### src/rtl/mwbe_pkg.sv
// Shared types, constants and helpers for the MFSK Walsh block encoder.
// No dependencies; imported by the front, back and top-level modules.
`default_nettype none

package mwbe_pkg;

  // Scrambler words, read from bit 0 upward, one bit per tone
  localparam logic [63:0] ScramblerOlivia    = 64'hE257_E6D0_2915_74EC;
  localparam logic [63:0] ScramblerContestia = 64'h0000_0000_EDB8_8320;

  // Register indexes of the configuration port
  localparam logic RegIdxMode = 1'b0;

  // Queue depths
  localparam int CmdDepthDefault = 2;
  localparam int OutDepthDefault = 2;

  // Classified character, handed from front to back
  typedef struct packed {
    logic       olivia;  // 64 tones, 8 bytes
    logic       neg;     // negative impulse
    logic [5:0] idx;     // impulse position
  } cmd_t;

  // One result item
  typedef struct packed {
    logic [7:0] tone_byte;
    logic       last;
  } out_t;

  // Scrambler bits for tones 8*k .. 8*k+7
  function automatic logic [7:0] scr_byte(input logic olivia, input logic [2:0] k);
    logic [63:0] s;
    s = olivia ? ScramblerOlivia : ScramblerContestia;
    return s[{k, 3'b000} +: 8];
  endfunction

endpackage

`default_nettype wire

### src/rtl/mwbe_queue.sv
// Small synchronous FIFO with registered count; used between stages.
// Depends on nothing but its parameters.
`default_nettype none

module mwbe_queue #(
  parameter int Width = 8,
  parameter int Depth = 2
) (
  input  wire logic             clk_i,
  input  wire logic             rst_ni,
  input  wire logic             push_i,
  input  wire logic [Width-1:0] data_i,
  output logic                  full_o,
  input  wire logic             pop_i,
  output logic [Width-1:0]      data_o,
  output logic                  empty_o
);

  localparam int PtrW = (Depth > 1) ? $clog2(Depth) : 1;
  localparam int CntW = $clog2(Depth + 1);

  logic [Width-1:0] mem_q [Depth];
  logic [PtrW-1:0]  wr_ptr_q, wr_ptr_d, rd_ptr_q, rd_ptr_d;
  logic [CntW-1:0]  count_q, count_d;
  logic             wr, rd;

  assign full_o  = (count_q == CntW'(Depth));
  assign empty_o = (count_q == '0);
  assign wr      = push_i & ~full_o;
  assign rd      = pop_i & ~empty_o;
  assign data_o  = mem_q[rd_ptr_q];

  always_comb begin
    wr_ptr_d = wr_ptr_q;
    rd_ptr_d = rd_ptr_q;
    count_d  = count_q;
    if (wr) begin
      wr_ptr_d = (wr_ptr_q == PtrW'(Depth - 1)) ? '0 : wr_ptr_q + 1'b1;
    end
    if (rd) begin
      rd_ptr_d = (rd_ptr_q == PtrW'(Depth - 1)) ? '0 : rd_ptr_q + 1'b1;
    end
    if (wr && !rd) begin
      count_d = count_q + 1'b1;
    end else if (rd && !wr) begin
      count_d = count_q - 1'b1;
    end
  end

  always_ff @(posedge clk_i or negedge rst_ni) begin
    if (!rst_ni) begin
      wr_ptr_q <= '0;
      rd_ptr_q <= '0;
      count_q  <= '0;
    end else begin
      wr_ptr_q <= wr_ptr_d;
      rd_ptr_q <= rd_ptr_d;
      count_q  <= count_d;
    end
  end

  always_ff @(posedge clk_i) begin
    if (wr) begin
      mem_q[wr_ptr_q] <= data_i;
    end
  end

endmodule

`default_nettype wire

### src/rtl/mwbe_front.sv
// Front end: maps and masks the incoming character into impulse sign/position.
// Depends on mwbe_pkg (cmd_t).
`default_nettype none

module mwbe_front
  import mwbe_pkg::*;
(
  input  wire logic [7:0] character_i,
  input  wire logic       olivia_i,
  output cmd_t            cmd_o
);

  localparam logic [7:0] CodeSpace = 8'd59;
  localparam logic [7:0] CodeEol   = 8'd60;
  localparam logic [7:0] CodeBs    = 8'd61;
  localparam logic [7:0] CodeOther = 8'd31;
  localparam logic [7:0] ChCr      = 8'd13;
  localparam logic [7:0] ChLf      = 8'd10;
  localparam logic [7:0] ChBs      = 8'd8;
  localparam logic [7:0] ChSpace   = 8'h20;

  logic [7:0] up, mapped;

  // Contestia alphabet
  always_comb begin
    up = character_i;
    if (character_i inside {[8'h61:8'h7A]}) begin
      up = character_i - 8'h20;
    end
    if (up inside {[8'h21:8'h5A]}) begin
      mapped = up - 8'h20;
    end else if (up == ChSpace) begin
      mapped = CodeSpace;
    end else if (up == ChCr || up == ChLf) begin
      mapped = CodeEol;
    end else if (up == ChBs) begin
      mapped = CodeBs;
    end else if (up == 8'h00) begin
      mapped = 8'h00;
    end else begin
      mapped = CodeOther;
    end
  end

  always_comb begin
    cmd_o.olivia = olivia_i;
    if (olivia_i) begin
      cmd_o.neg = character_i[6];
      cmd_o.idx = character_i[5:0];
    end else begin
      cmd_o.neg = mapped[5];
      cmd_o.idx = {1'b0, mapped[4:0]};
    end
  end

endmodule

`default_nettype wire

### src/rtl/mwbe_back.sv
// Back end: builds the tone bits of a block, one byte per cycle when not stalled.
// Depends on mwbe_pkg (cmd_t, out_t, scr_byte).
`default_nettype none

module mwbe_back
  import mwbe_pkg::*;
(
  input  wire logic clk_i,
  input  wire logic rst_ni,
  input  wire cmd_t cmd_i,
  input  wire logic cmd_empty_i,
  output logic      cmd_pop_o,
  output logic      out_push_o,
  output out_t      out_o,
  input  wire logic out_full_i
);

  logic [2:0] k_q, k_d;
  logic [2:0] k_last;
  logic [7:0] scr;
  logic [7:0] tones;
  logic       step;

  assign k_last = cmd_i.olivia ? 3'd7 : 3'd3;
  assign step   = ~cmd_empty_i & ~out_full_i;
  assign scr    = scr_byte(cmd_i.olivia, k_q);

  // tone j = ~(scr[j] ^ neg ^ parity(~j & idx))
  always_comb begin
    logic [5:0] j;
    for (int b = 0; b < 8; b++) begin
      j        = {k_q, 3'(b)};
      tones[b] = ~(scr[b] ^ cmd_i.neg ^ (^(~j & cmd_i.idx)));
    end
  end

  assign out_push_o      = step;
  assign out_o.tone_byte = tones;
  assign out_o.last      = (k_q == k_last);
  assign cmd_pop_o       = step & (k_q == k_last);

  always_comb begin
    k_d = k_q;
    if (step) begin
      k_d = (k_q == k_last) ? 3'd0 : k_q + 3'd1;
    end
  end

  always_ff @(posedge clk_i or negedge rst_ni) begin
    if (!rst_ni) begin
      k_q <= 3'd0;
    end else begin
      k_q <= k_d;
    end
  end

endmodule

`default_nettype wire

### src/rtl/mfsk_walsh_block_encoder.sv
// Top level of the Olivia/Contestia MFSK block encoder.
// Depends on mwbe_pkg, mwbe_front, mwbe_queue, mwbe_back.
//
//  channel  | direction | handshake            | payload
//  ---------+-----------+----------------------+---------------------------
//  input    | in        | push / full          | character_i[7:0]
//  result   | out       | pop / empty          | tone_byte_o[7:0], last_o
//  config   | in/out    | psel/penable/pready  | mode (bit 0 at addr 0)
//
// Each character becomes 8 result items (Olivia) or 4 (Contestia); the back
// end makes one item per cycle while the result queue has room, stepped by
// the byte sequencer. Characters are taken every cycle while the command
// queue has room; the first item passes through the command queue and then
// the result queue, both registered, before it reaches the result ports.
// Reset (rst_ni low, async) empties both queues and sets mode to Contestia.
// A stalled result holds on the ports; the front keeps filling its queue.
`default_nettype none

module mfsk_walsh_block_encoder
  import mwbe_pkg::*;
#(
  parameter int CmdDepth = CmdDepthDefault,
  parameter int OutDepth = OutDepthDefault
) (
  input  wire logic        clk_i,
  input  wire logic        rst_ni,
  // input items
  input  wire logic        push,
  output logic             full,
  input  wire logic [7:0]  character_i,
  // result items
  output logic             empty,
  input  wire logic        pop,
  output logic [7:0]       tone_byte_o,
  output logic             last_o,
  // configuration
  input  wire logic        psel,
  input  wire logic        penable,
  input  wire logic        pwrite,
  input  wire logic [2:0]  paddr,
  input  wire logic [31:0] pwdata,
  output logic [31:0]      prdata,
  output logic             pready
);

  logic mode_q, mode_d;
  logic cfg_wr;

  cmd_t cmd_in, cmd_out;
  logic cmd_empty, cmd_pop;
  out_t out_in, out_out;
  logic out_push, out_full;

  // --- configuration: one register, index from paddr[2] ---
  assign pready = 1'b1;
  assign cfg_wr = psel & penable & pwrite & pready;
  assign prdata = (paddr[2] == RegIdxMode) ? {31'b0, mode_q} : 32'b0;

  always_comb begin
    mode_d = mode_q;
    if (cfg_wr && paddr[2] == RegIdxMode) begin
      mode_d = pwdata[0];
    end
  end

  always_ff @(posedge clk_i or negedge rst_ni) begin
    if (!rst_ni) begin
      mode_q <= 1'b0;
    end else begin
      mode_q <= mode_d;
    end
  end

  // --- front: classify each item as it arrives ---
  mwbe_front u_front (
    .character_i (character_i),
    .olivia_i    (mode_q),
    .cmd_o       (cmd_in)
  );

  mwbe_queue #(
    .Width ($bits(cmd_t)),
    .Depth (CmdDepth)
  ) u_cmd_q (
    .clk_i   (clk_i),
    .rst_ni  (rst_ni),
    .push_i  (push),
    .data_i  (cmd_in),
    .full_o  (full),
    .pop_i   (cmd_pop),
    .data_o  (cmd_out),
    .empty_o (cmd_empty)
  );

  // --- back: byte sequencer ---
  mwbe_back u_back (
    .clk_i       (clk_i),
    .rst_ni      (rst_ni),
    .cmd_i       (cmd_out),
    .cmd_empty_i (cmd_empty),
    .cmd_pop_o   (cmd_pop),
    .out_push_o  (out_push),
    .out_o       (out_in),
    .out_full_i  (out_full)
  );

  // --- result queue decouples the sequencer from pop ---
  mwbe_queue #(
    .Width ($bits(out_t)),
    .Depth (OutDepth)
  ) u_out_q (
    .clk_i   (clk_i),
    .rst_ni  (rst_ni),
    .push_i  (out_push),
    .data_i  (out_in),
    .full_o  (out_full),
    .pop_i   (pop),
    .data_o  (out_out),
    .empty_o (empty)
  );

  assign tone_byte_o = out_out.tone_byte;
  assign last_o      = out_out.last;

endmodule

`default_nettype wire

### config.mk
export PLATFORM = sky130hd
export DESIGN_NAME = mfsk_walsh_block_encoder
export DESIGN_NICKNAME = d
export VERILOG_FILES = /design/src/rtl/mwbe_pkg.sv /design/src/rtl/mwbe_queue.sv /design/src/rtl/mwbe_front.sv /design/src/rtl/mwbe_back.sv /design/src/rtl/mfsk_walsh_block_encoder.sv
export SDC_FILE = /design/constraint.sdc
export NUM_CORES = 1
export LEC_CHECK = 0
export BUFFER_PORTS_ARGS = -buffer_cell sky130_fd_sc_hd__buf_4
export CAP_MARGIN = 20
export CORE_AREA = 5 5 87 89
export CTS_CLUSTER_DIAMETER = 50
export DETAILED_ROUTE_END_ITERATION = 16
export DIE_AREA = 0 0 92 94
export PLACE_DENSITY = 0.7
export SLEW_MARGIN = 20
export SYNTH_ARGS = -nofsm -noshare
export SYNTH_HDL_FRONTEND = slang
export SYNTH_SLANG_ARGS = --single-unit
export TNS_END_PERCENT = 30
### constraint.sdc
create_clock -name clk_i -period 5.18 [get_ports clk_i]
set_clock_uncertainty 0.05 [all_clocks]
set_input_delay 0.518 -clock clk_i [delete_from_list [all_inputs] [get_ports clk_i]]
set_output_delay 0.518 -clock clk_i [all_outputs]
set_load 0.02 [all_outputs]
* After elaboration in Yosys (flattened, before gate mapping)
Memories as Yosys holds them, arrays and structs flattened.
Index checks and enable logic that the tools add are counted.
** Operators by class
- Reduce and logical (&&, ||, !) cells :: 25
- Equal/unequal tests :: 7
- Order comparisons :: 4
- Shifts and indexed selects :: 1
- Bitwise operators :: 53
- Muxes and demuxes :: 23
- Add/subtract/negate cells :: 11
** Operators by type and width (count)
- $mux W64 :: 1
- $shiftx A64 B7 Y8 :: 1
- $and A6 B6 Y6 :: 8
- $not A6 Y6 :: 8
- $reduce_xor A6 Y1 :: 8
- $eq A8 B4 Y1 const B :: 3
- $mux W6 :: 4
- $le A8 B7 Y1 const B :: 2
- $xor A1 B1 Y1 :: 16
- $not A1 Y1 :: 13
- $mux W1 :: 9
- $and A1 B1 Y1 :: 8
- $eq A8 B6 Y1 const B :: 1
- $ge A8 B6 Y1 const B :: 1
- $ge A8 B7 Y1 const B :: 1
- $logic_not A8 Y1 :: 1
- $mux W2 :: 4
- $mux W8 :: 1
- $sub A8 B6 Y8 const B :: 1
- $logic_and A1 B1 Y1 :: 7
- $mux W7 :: 1
- $mux W3 :: 2
- $sub A6 B6 Y6 const B :: 1
- $mux W5 :: 1
- 10 further kinds :: 21
** Word-level totals
- Flip-flop bits (word level) :: 12
- Logic and storage cells :: 134
- Memories :: 2
- Output and inout port bits :: 44
- Bits of input ports :: 50
- Bits in writable memories :: 34
** Memory list
- u_out_q.mem_q :: words 2, width 9, rd ports 1, clocked after Yosys merged registers in 0, wr ports 1, RTL line mwbe_queue.sv:22 : logic [Width-1:0] mem_q [Depth];
- u_cmd_q.mem_q :: words 2, width 8, rd ports 1, clocked after Yosys merged registers in 0, wr ports 1, RTL line mwbe_queue.sv:22

* Longest topological paths before layout
Gate-level depths: netlist of run 1.
- Depth after elaboration :: 10
- Depth in mapped cells :: 10
- Depth with buffers taken out :: 9

* Cells and area by module
Synthesis of run 1 repeated with hierarchy kept, for this count alone.
** Unflattened totals
- Cell total of the unflattened synthesis :: 273
- Area total of the unflattened synthesis :: 3064.2 µm²
** By module, submodules not included
- mwbe_queue at u_out_q :: instances 1, cells each 47, area an instance 845.8 µm²
- mwbe_queue at u_cmd_q :: instances 1, cells each 44, area an instance 782.0 µm²
- mwbe_back :: instances 1, cells each 82, area an instance 724.4 µm²
- mwbe_front :: instances 1, cells each 62, area an instance 410.4 µm²
- mfsk_walsh_block_encoder :: instances 1, cells each 38, area an instance 301.5 µm²

* Worst setup path after synthesis of run 1
No wires, ideal clock.
- Kind :: input to register
- Start point :: input port character_i[5]
- End point :: memory u_cmd_q.mem_q[0][2] (data pin)
- Stages :: 5
- Path buffers :: 0
- Setup slack :: 2767 ps
- Data required time :: 4868 ps
- Library setup time :: 262 ps
- Data arrival time :: 2101 ps
- Path through :: inv_1 > ha_1 > o41a_1 > o41ai_4 > mux2_4
** RTL lines
- from (decl) :: RTL line mfsk_walsh_block_encoder.sv:30 : input wire logic [7:0] character_i,
- to (decl) :: RTL line mwbe_queue.sv:22

==> results of run 1 <==
flip-flops by register name (all words and copies together) (netlist names):
name	count
u_out_q.mem_q	18
u_out_q.wr_ptr_q	1
u_out_q.rd_ptr_q	1
u_cmd_q.mem_q	16
u_out_q.count_q	2
u_back.k_q	3
u_cmd_q.rd_ptr_q	1
mode_q	1
u_cmd_q.wr_ptr_q	1
u_cmd_q.count_q	2
worst register-to-register path, stage by stage, from the launching register on:
cell and delay [ns]:
dfrtp_1 0.63, mux2i_1 0.50, clkinv_1 0.40, ha_1 0.30
and2_1 0.16, a211oi_1 0.20, a21oi_1 0.09, xor2_1 0.19
xnor2_1 0.15
logic make-up (layout without fill, tap and decap cells):
kind of cell / count (synthesis) / after routing / synth area share, %
AND/OR/NAND/NOR: 59 / 59 / 10.8
buffers and inverters: 49 / 48 / 10.9
flip-flops: 46 / 46 / 45.8
XOR/XNOR: 34 / 34 / 11.0
AO/OA/AOI/OAI: 33 / 33 / 8.15
multiplexers: 23 / 23 / 8.75
adder cells (fa/ha/maj): 10 / 10 / 4.33
other: 2 / 32 / 0.260
final cells by class:
cell class,count,area [um2],area share [%]
Timing Repair Buffer,29,220,7.04
Sequential cell,46,1320,42.2
Tap cell,80,100,3.20
Clock inverter,2,8.76,0.280
Inverter,11,41.3,1.32
Clock buffer,6,72.6,2.32
Multi-Input combinational cell,191,1360,43.6
repair_timing:
item	in CTS	in global routing
resized for setup	0	0
hold buffers	1	0
hold endpoints to repair	12	0
per-layer routing:
layer	routed length, um	vias to the layer above
met5	0	-
met4	63	0
met3	302	6
met2	2260	57
met1	1940	829
li1	-	885
power groups by stage:
stage | clock (mW) | sequential [mW] | combinational [mW]
2_1_floorplan | 0 | 0.775 | 0.988
3_3_place_gp | 0 | 0.839 | 1.14
3_5_place_dp | 0 | 0.850 | 1.18
4_1_cts | 0.210 | 0.841 | 1.18
5_1_grt | 0.220 | 0.864 | 1.29
6_report | 0.202 | 0.839 | 1.16
synth_stat cells, types with 3 or more instances:
| cell | n | area (um2) |
|---|---|---|
| ha_1 | 10 | 125 |
| buf_4 | 33 | 248 |
| nand3_1 | 3 | 15.0 |
| mux2i_1 | 11 | 110 |
| dfrtp_1 | 12 | 300 |
| edfxtp_1 | 34 | 1020 |
| nor3_1 | 4 | 20.0 |
| xnor2_1 | 23 | 201 |
| a21oi_1 | 8 | 40.0 |
| xor2_1 | 9 | 78.8 |
| mux2_2 | 10 | 113 |
| o21ai_0 | 11 | 55.1 |
| a211oi_1 | 4 | 30.0 |
| clkbuf_1 | 4 | 15.0 |
| nor2_1 | 13 | 48.8 |
| inv_1 | 10 | 37.5 |
| nand2b_1 | 4 | 25.0 |
| and3_1 | 3 | 18.8 |
| and2_1 | 4 | 25.0 |
| nand2_1 | 14 | 52.6 |
worst max path at each step:
stage,startpoint,endpoint,depth (start not counted)
final,u_cmd_q.rd_ptr_q$_DFFE_PN0P_,u_out_q.mem_q[0][6]$_DFFE_PP_,8
after floorplan,character_i[5],u_cmd_q.mem_q[0][2]$_DFFE_PP_,5
after CTS,u_cmd_q.rd_ptr_q$_DFFE_PN0P_,u_out_q.mem_q[1][6]$_DFFE_PP_,8
after global routing,u_cmd_q.rd_ptr_q$_DFFE_PN0P_,u_out_q.mem_q[0][2]$_DFFE_PP_,8
after global placement,u_cmd_q.rd_ptr_q$_DFFE_PN0P_,u_out_q.mem_q[0][6]$_DFFE_PP_,8
after detailed placement,u_cmd_q.rd_ptr_q$_DFFE_PN0P_,u_out_q.mem_q[0][6]$_DFFE_PP_,8
stage by stage:
step	instances	setup slack (ns)
3_5_place_dp	356	2.23
2_1_floorplan	286	2.77
6_report	365	2.25
3_3_place_gp	356	2.28
4_1_cts	365	2.21
5_1_grt	365	1.98
==> out/results.ini, run 1 <==
[die]
chipHeight_um = 94
rows = 30
io-pin-count = 94
initial_utilization_pct = 43.2
dieArea_um2 = 8650
design.core.area_um2 = 6680
die_w_um = 92

[sta]
finalSetupTns_ns = 0
rsz0062_at_grt = no
min_period_over_period_pct = 56.6
relSlewSlack_pct = 46.9
hold_slack_ns = 0.414
fmax_mhz = 341
final-setup-viol-count = 0
drv_slew = 0
layout_min_cycle_time_ns = 2.93
hold_violations = 0
worstMarginPinSlew_ns = 0.793

[global_route]
grt_max_degree = 18
antenna_found_initial = 0
top_usage_layer = met2
grt_pass1_vias = 1767
use_met2_pct = 19.4
grtUsageMet3_pct = 2.64
grt_pass1_wl_um = 7680
use_met1_pct = 12.8
grt_util_all_layers_pct = 10.9
grt_overflow = 0

[placed_design]
hpwlAfterDp_um = 3550
placed_cell_area_um2 = 3040
portBuffers = 28
gp_congestion = 0.789

[logic_synthesis]
synth-edff-count = 34
synth_flop_cell = edfxtp_1
ys_seq_area_share_pct = 45.8
synthCells = 256
netlist_area_um2 = 2890
async_reset_ff_share_pct = 26.1
ys.warnings.count = 0
synth_cell_type_count = 46
synth_seq_cells = 46
synth.avg_cell_area_um2 = 11.3

[critical_path]
crit_required_ns = 5.16
cpPeakStageDelay_ns = 0.63
arrival_ns = 2.92
r2r-start = u_cmd_q.rd_ptr_q$_DFFE_PN0P_
path_class = flop to flop
critPathTopFamily = flip-flops
critPathLaunchType = flop
end_kind = flop
r2r_end = u_out_q.mem_q[0][6]$_DFFE_PP_
path_max_fanout = 9
ff2ff_path_depth = 8
reg2reg_slack_ns = 2.25
crit_buf_inv = 1
crit_slowest_cell = dfrtp_1
crit_chain = mux2i_1 -> clkinv_1 -> ha_1 -> and2_1 -> a211oi_1 -> a21oi_1 -> xor2_1 -> xnor2_1

[power_and_ir_drop]
p_seq_share_pct = 38.1
p_leak_nw = 1.28
switching_share_pct = 39.0
comb_power_share_pct = 52.8
switchingPower_uw = 859
irDropWorstVdd_mv = 0.202
fin_total_pwr_mw = 2.20
p_int_mw = 1.34
clock_power_share_pct = 9.2
p_per_area_nw_per_um2 = 705

[clock_network]
postCtsSetupBuffers = 0
cts_root_buf = clkbuf_8
cts_tree = yes
cts_max_path_buffers = 2
path_clk_slew_ns = 0.08
cts.sinks = 46
worstSkewPairLatency_ns = 0.29
numCtsBuffers = 5
ctsHtreeMaxLevel = 2

[route]
vias_per_cell = 4.87
wl_per_cell_um = 12.5
drtIter0Drc = 35
wl_um = 4560
vias = 1777
ant_nets = 0
drc = 0
first_pass_iters = 4

[flow_run]
maxCapViolCount = 0

[min_path]
min_to = mode_q$_DFFE_PN0P_
hold_path.startpoint = pwdata[0]
holdPathStages = 2
hp-class = input pin to flop

[final_layout]
nets = 344
post-route-util_pct = 46.8
drive_above_1_share_pct = 18.6
diodes = 0
fillers = 644
synthToLayoutAreaGrowth_pct = 8.32
layout_commonest_cell = edfxtp_1
fin_area_um2 = 3130
final_cell_mix = edfxtp_1 (34), conb_1 (32), buf_4 (28)

[status]
outcome = complete, no violations

Note: power is estimated with default switching activity, not from simulation.
==> run 2: changes to the inputs <==
- clock period: 5.18 -> 2.7 ns (I/O delays scaled with it)
==> run 2 against run 1 <==
Effect of this change:
- utilization rose by 0.37 points
- sequential power rose by 88%
- flip-flop and latch count did not move
- count of clock-buffer cells in the layout rose by 1
- via count rose by 0.17%
- largest power group unchanged
==> out/results.ini, run 2 (synthesis results as in run 1) <==
[die]
initial_utilization_pct = 43.2  ; unchanged
rows = 30  ; unchanged
die_w_um = 92  ; unchanged
chipHeight_um = 94  ; unchanged
io-pin-count = 94  ; unchanged
design.core.area_um2 = 6680  ; unchanged
dieArea_um2 = 8650  ; unchanged

[placed_design]
hpwlAfterDp_um = 3530  ; -0.67%
placed_cell_area_um2 = 3050  ; +0.49%
gp_congestion = 0.814  ; +3.2%
portBuffers = 28  ; unchanged
dp_worst_setup_slack_ns = 0.226  ; -2.00 ns

[route]
vias_per_cell = 4.85  ; -0.38%
drtIter0Drc = 35  ; unchanged
wl_per_cell_um = 12.2  ; -2.8%
vias = 1780  ; +0.17%
ant_nets = 0  ; unchanged
wl_um = 4460  ; -2.2%
drc = 0  ; unchanged
first_pass_iters = 4  ; unchanged

[critical_path]
end_kind = flop
path_max_fanout = 9  ; unchanged
r2r_end = u_out_q.mem_q[1][6]$_DFFE_PP_
ff2ff_path_depth = 8  ; unchanged
startpoint = u_cmd_q.rd_ptr_q$_DFFE_PN0P_
crit_slowest_cell = dfrtp_1
r2r-start = u_cmd_q.rd_ptr_q$_DFFE_PN0P_
crit_chain = mux2i_1 -> clkinv_1 -> ha_1 -> and2_1 -> a211oi_1 -> a21oi_1 -> xor2_1 -> xnor2_1
cpPeakStageDelay_ns = 0.37  ; -0.26 ns
critPathLaunchType = flop
crit_required_ns = 2.69  ; -2.47 ns
arrival_ns = 2.30  ; -0.62 ns
reg2reg_slack_ns = 0.39  ; -1.86 ns
path_class = flop to flop

[power_and_ir_drop]
p_leak_nw = 1.29  ; +1.2%
p_per_area_nw_per_um2 = 1350  ; +92%
irDropWorstVdd_mv = 0.354  ; +75%

[final_layout]
nets = 346  ; +0.58%
largest_register = u_out_q.mem_q
largest_reg_flops = 18  ; unchanged
reg_top3 = u_out_q.mem_q (18), u_cmd_q.mem_q (16), u_back.k_q (3)
layout_commonest_cell = edfxtp_1
final_cell_mix = edfxtp_1 (34), conb_1 (32), buf_4 (30)
synthToLayoutAreaGrowth_pct = 9.19
fin_area_um2 = 3150  ; +0.80%
drive_above_1_share_pct = 19.5  ; +0.92 points
diodes = 0  ; unchanged
fillers = 625  ; -3.0%

[sta]
fmax_mhz = 432  ; +27%
final-setup-viol-count = 0  ; unchanged
rsz0062_at_grt = no
setup_slack_ns = 0.387  ; -1.86 ns
hold_violations = 0  ; unchanged
layout_min_cycle_time_ns = 2.31  ; -0.619 ns
drv_slew = 0  ; unchanged
worstMarginPinSlew_ns = 0.779  ; -0.0143 ns
relSlewSlack_pct = 47.9  ; +0.96 points
min_period_over_period_pct = 85.7  ; +29 points
hold_slack_ns = 0.163  ; -0.250 ns
finalSetupTns_ns = 0  ; unchanged

[clock_network]
ctsHtreeMaxLevel = 2  ; unchanged
path_clk_slew_ns = 0.08  ; about the same
cts_max_path_buffers = 2  ; unchanged
cts.sinks = 46  ; unchanged
cts.repair.resized = 0  ; unchanged
cts_root_buf = clkbuf_8
numCtsBuffers = 5  ; unchanged
cts_tree = yes
worstSkewPairLatency_ns = 0.29  ; about the same

[min_path]
min_to = mode_q$_DFFE_PN0P_
holdPathStages = 2  ; unchanged
hold_path.startpoint = pwdata[0]
hp-class = input pin to flop

[status]
outcome = complete, no violations

[global_route]
grt_max_degree = 18  ; unchanged
grt_pass1_wl_um = 7490  ; -2.5%
grt_util_all_layers_pct = 10.8  ; -0.097 points
grt_overflow = 0  ; unchanged
grt_pass1_vias = 1739  ; -1.6%
antenna_found_initial = 0  ; unchanged

[flow_run]
maxCapViolCount = 0  ; unchanged

run 2: changes by cell type in the layout (fill, tap and decap cells not counted), sizes merged:
cell / previous run / this run
buf: 28 / 30
clkinv: 3 / 2
clkbuf: 6 / 7
run 2: what timing repair did:
item	CTS	global route
hold buffers	1	0
setup buffers	0	0
endpoints found under the hold margin	12	0
run 2: how the worst max path moves through the flow:
stage,end,slack [ns],depth (start not counted)
after floorplan,u_out_q.mem_q[0][6]$_DFFE_PP_,0.29,9
after global placement,u_cmd_q.mem_q[1][2]$_DFFE_PP_,0.25,6
after detailed placement,u_cmd_q.mem_q[1][2]$_DFFE_PP_,0.23,6
after CTS,u_out_q.mem_q[1][6]$_DFFE_PP_,0.34,8
after global routing,u_out_q.mem_q[1][6]$_DFFE_PP_,0.17,8
final,u_out_q.mem_q[1][6]$_DFFE_PP_,0.39,8
run 2: report_power, final:
part | switching (mW) | leakage [nW] | total, mW | internal [mW]
clock network | 0.208 | 0.0482 | 0.414 | 0.206
registers | 0.209 | 0.458 | 1.58 | 1.37
logic | 1.22 | 0.786 | 2.27 | 1.04
total | 1.64 | 1.29 | 4.27 | 2.63
run 2: per-layer routing:
metal | track usage (%) | vias to the layer above | share of wire, %
met5 | 0 | - | 0
met4 | 4.83 | 0 | 1.8
met3 | 2.80 | 6 | 6.2
met2 | 19.6 | 50 | 51
met1 | 11.9 | 829 | 41
li1 | - | 895 | -
run 2: area by class of cell:
class	count	area, um2	share of cell area (%)
multi-input combinational	191	1360	43.3
sequential	46	1320	41.9
timing repair buffer	31	235	7.46
tap	80	100	3.17
clock buffer	7	86.3	2.74
inverter	11	41.3	1.31
clock inverter	1	5.00	0.159
run 2: critical path, delay by kind of cell (launching register included):
family	cells	cell delay [ns]
AO/OA/AOI/OAI	2	0.28
flip-flops	1	0.37
adder cells (fa/ha/maj)	1	0.28
AND/OR/NAND/NOR	1	0.16
buffers and inverters	1	0.31
XOR/XNOR	2	0.33
multiplexers	1	0.27
run 2: stage by stage:
step / total power [mW] / cells / utilization, %
global placement: 3.81 / 358 / 45.7
detailed placement: 3.91 / 358 / 45.7
CTS: 4.33 / 367 / 47.2
finish: 4.27 / 367 / 47.2
floorplan: 3.38 / 286 / -
global route: 4.58 / 367 / 47.2
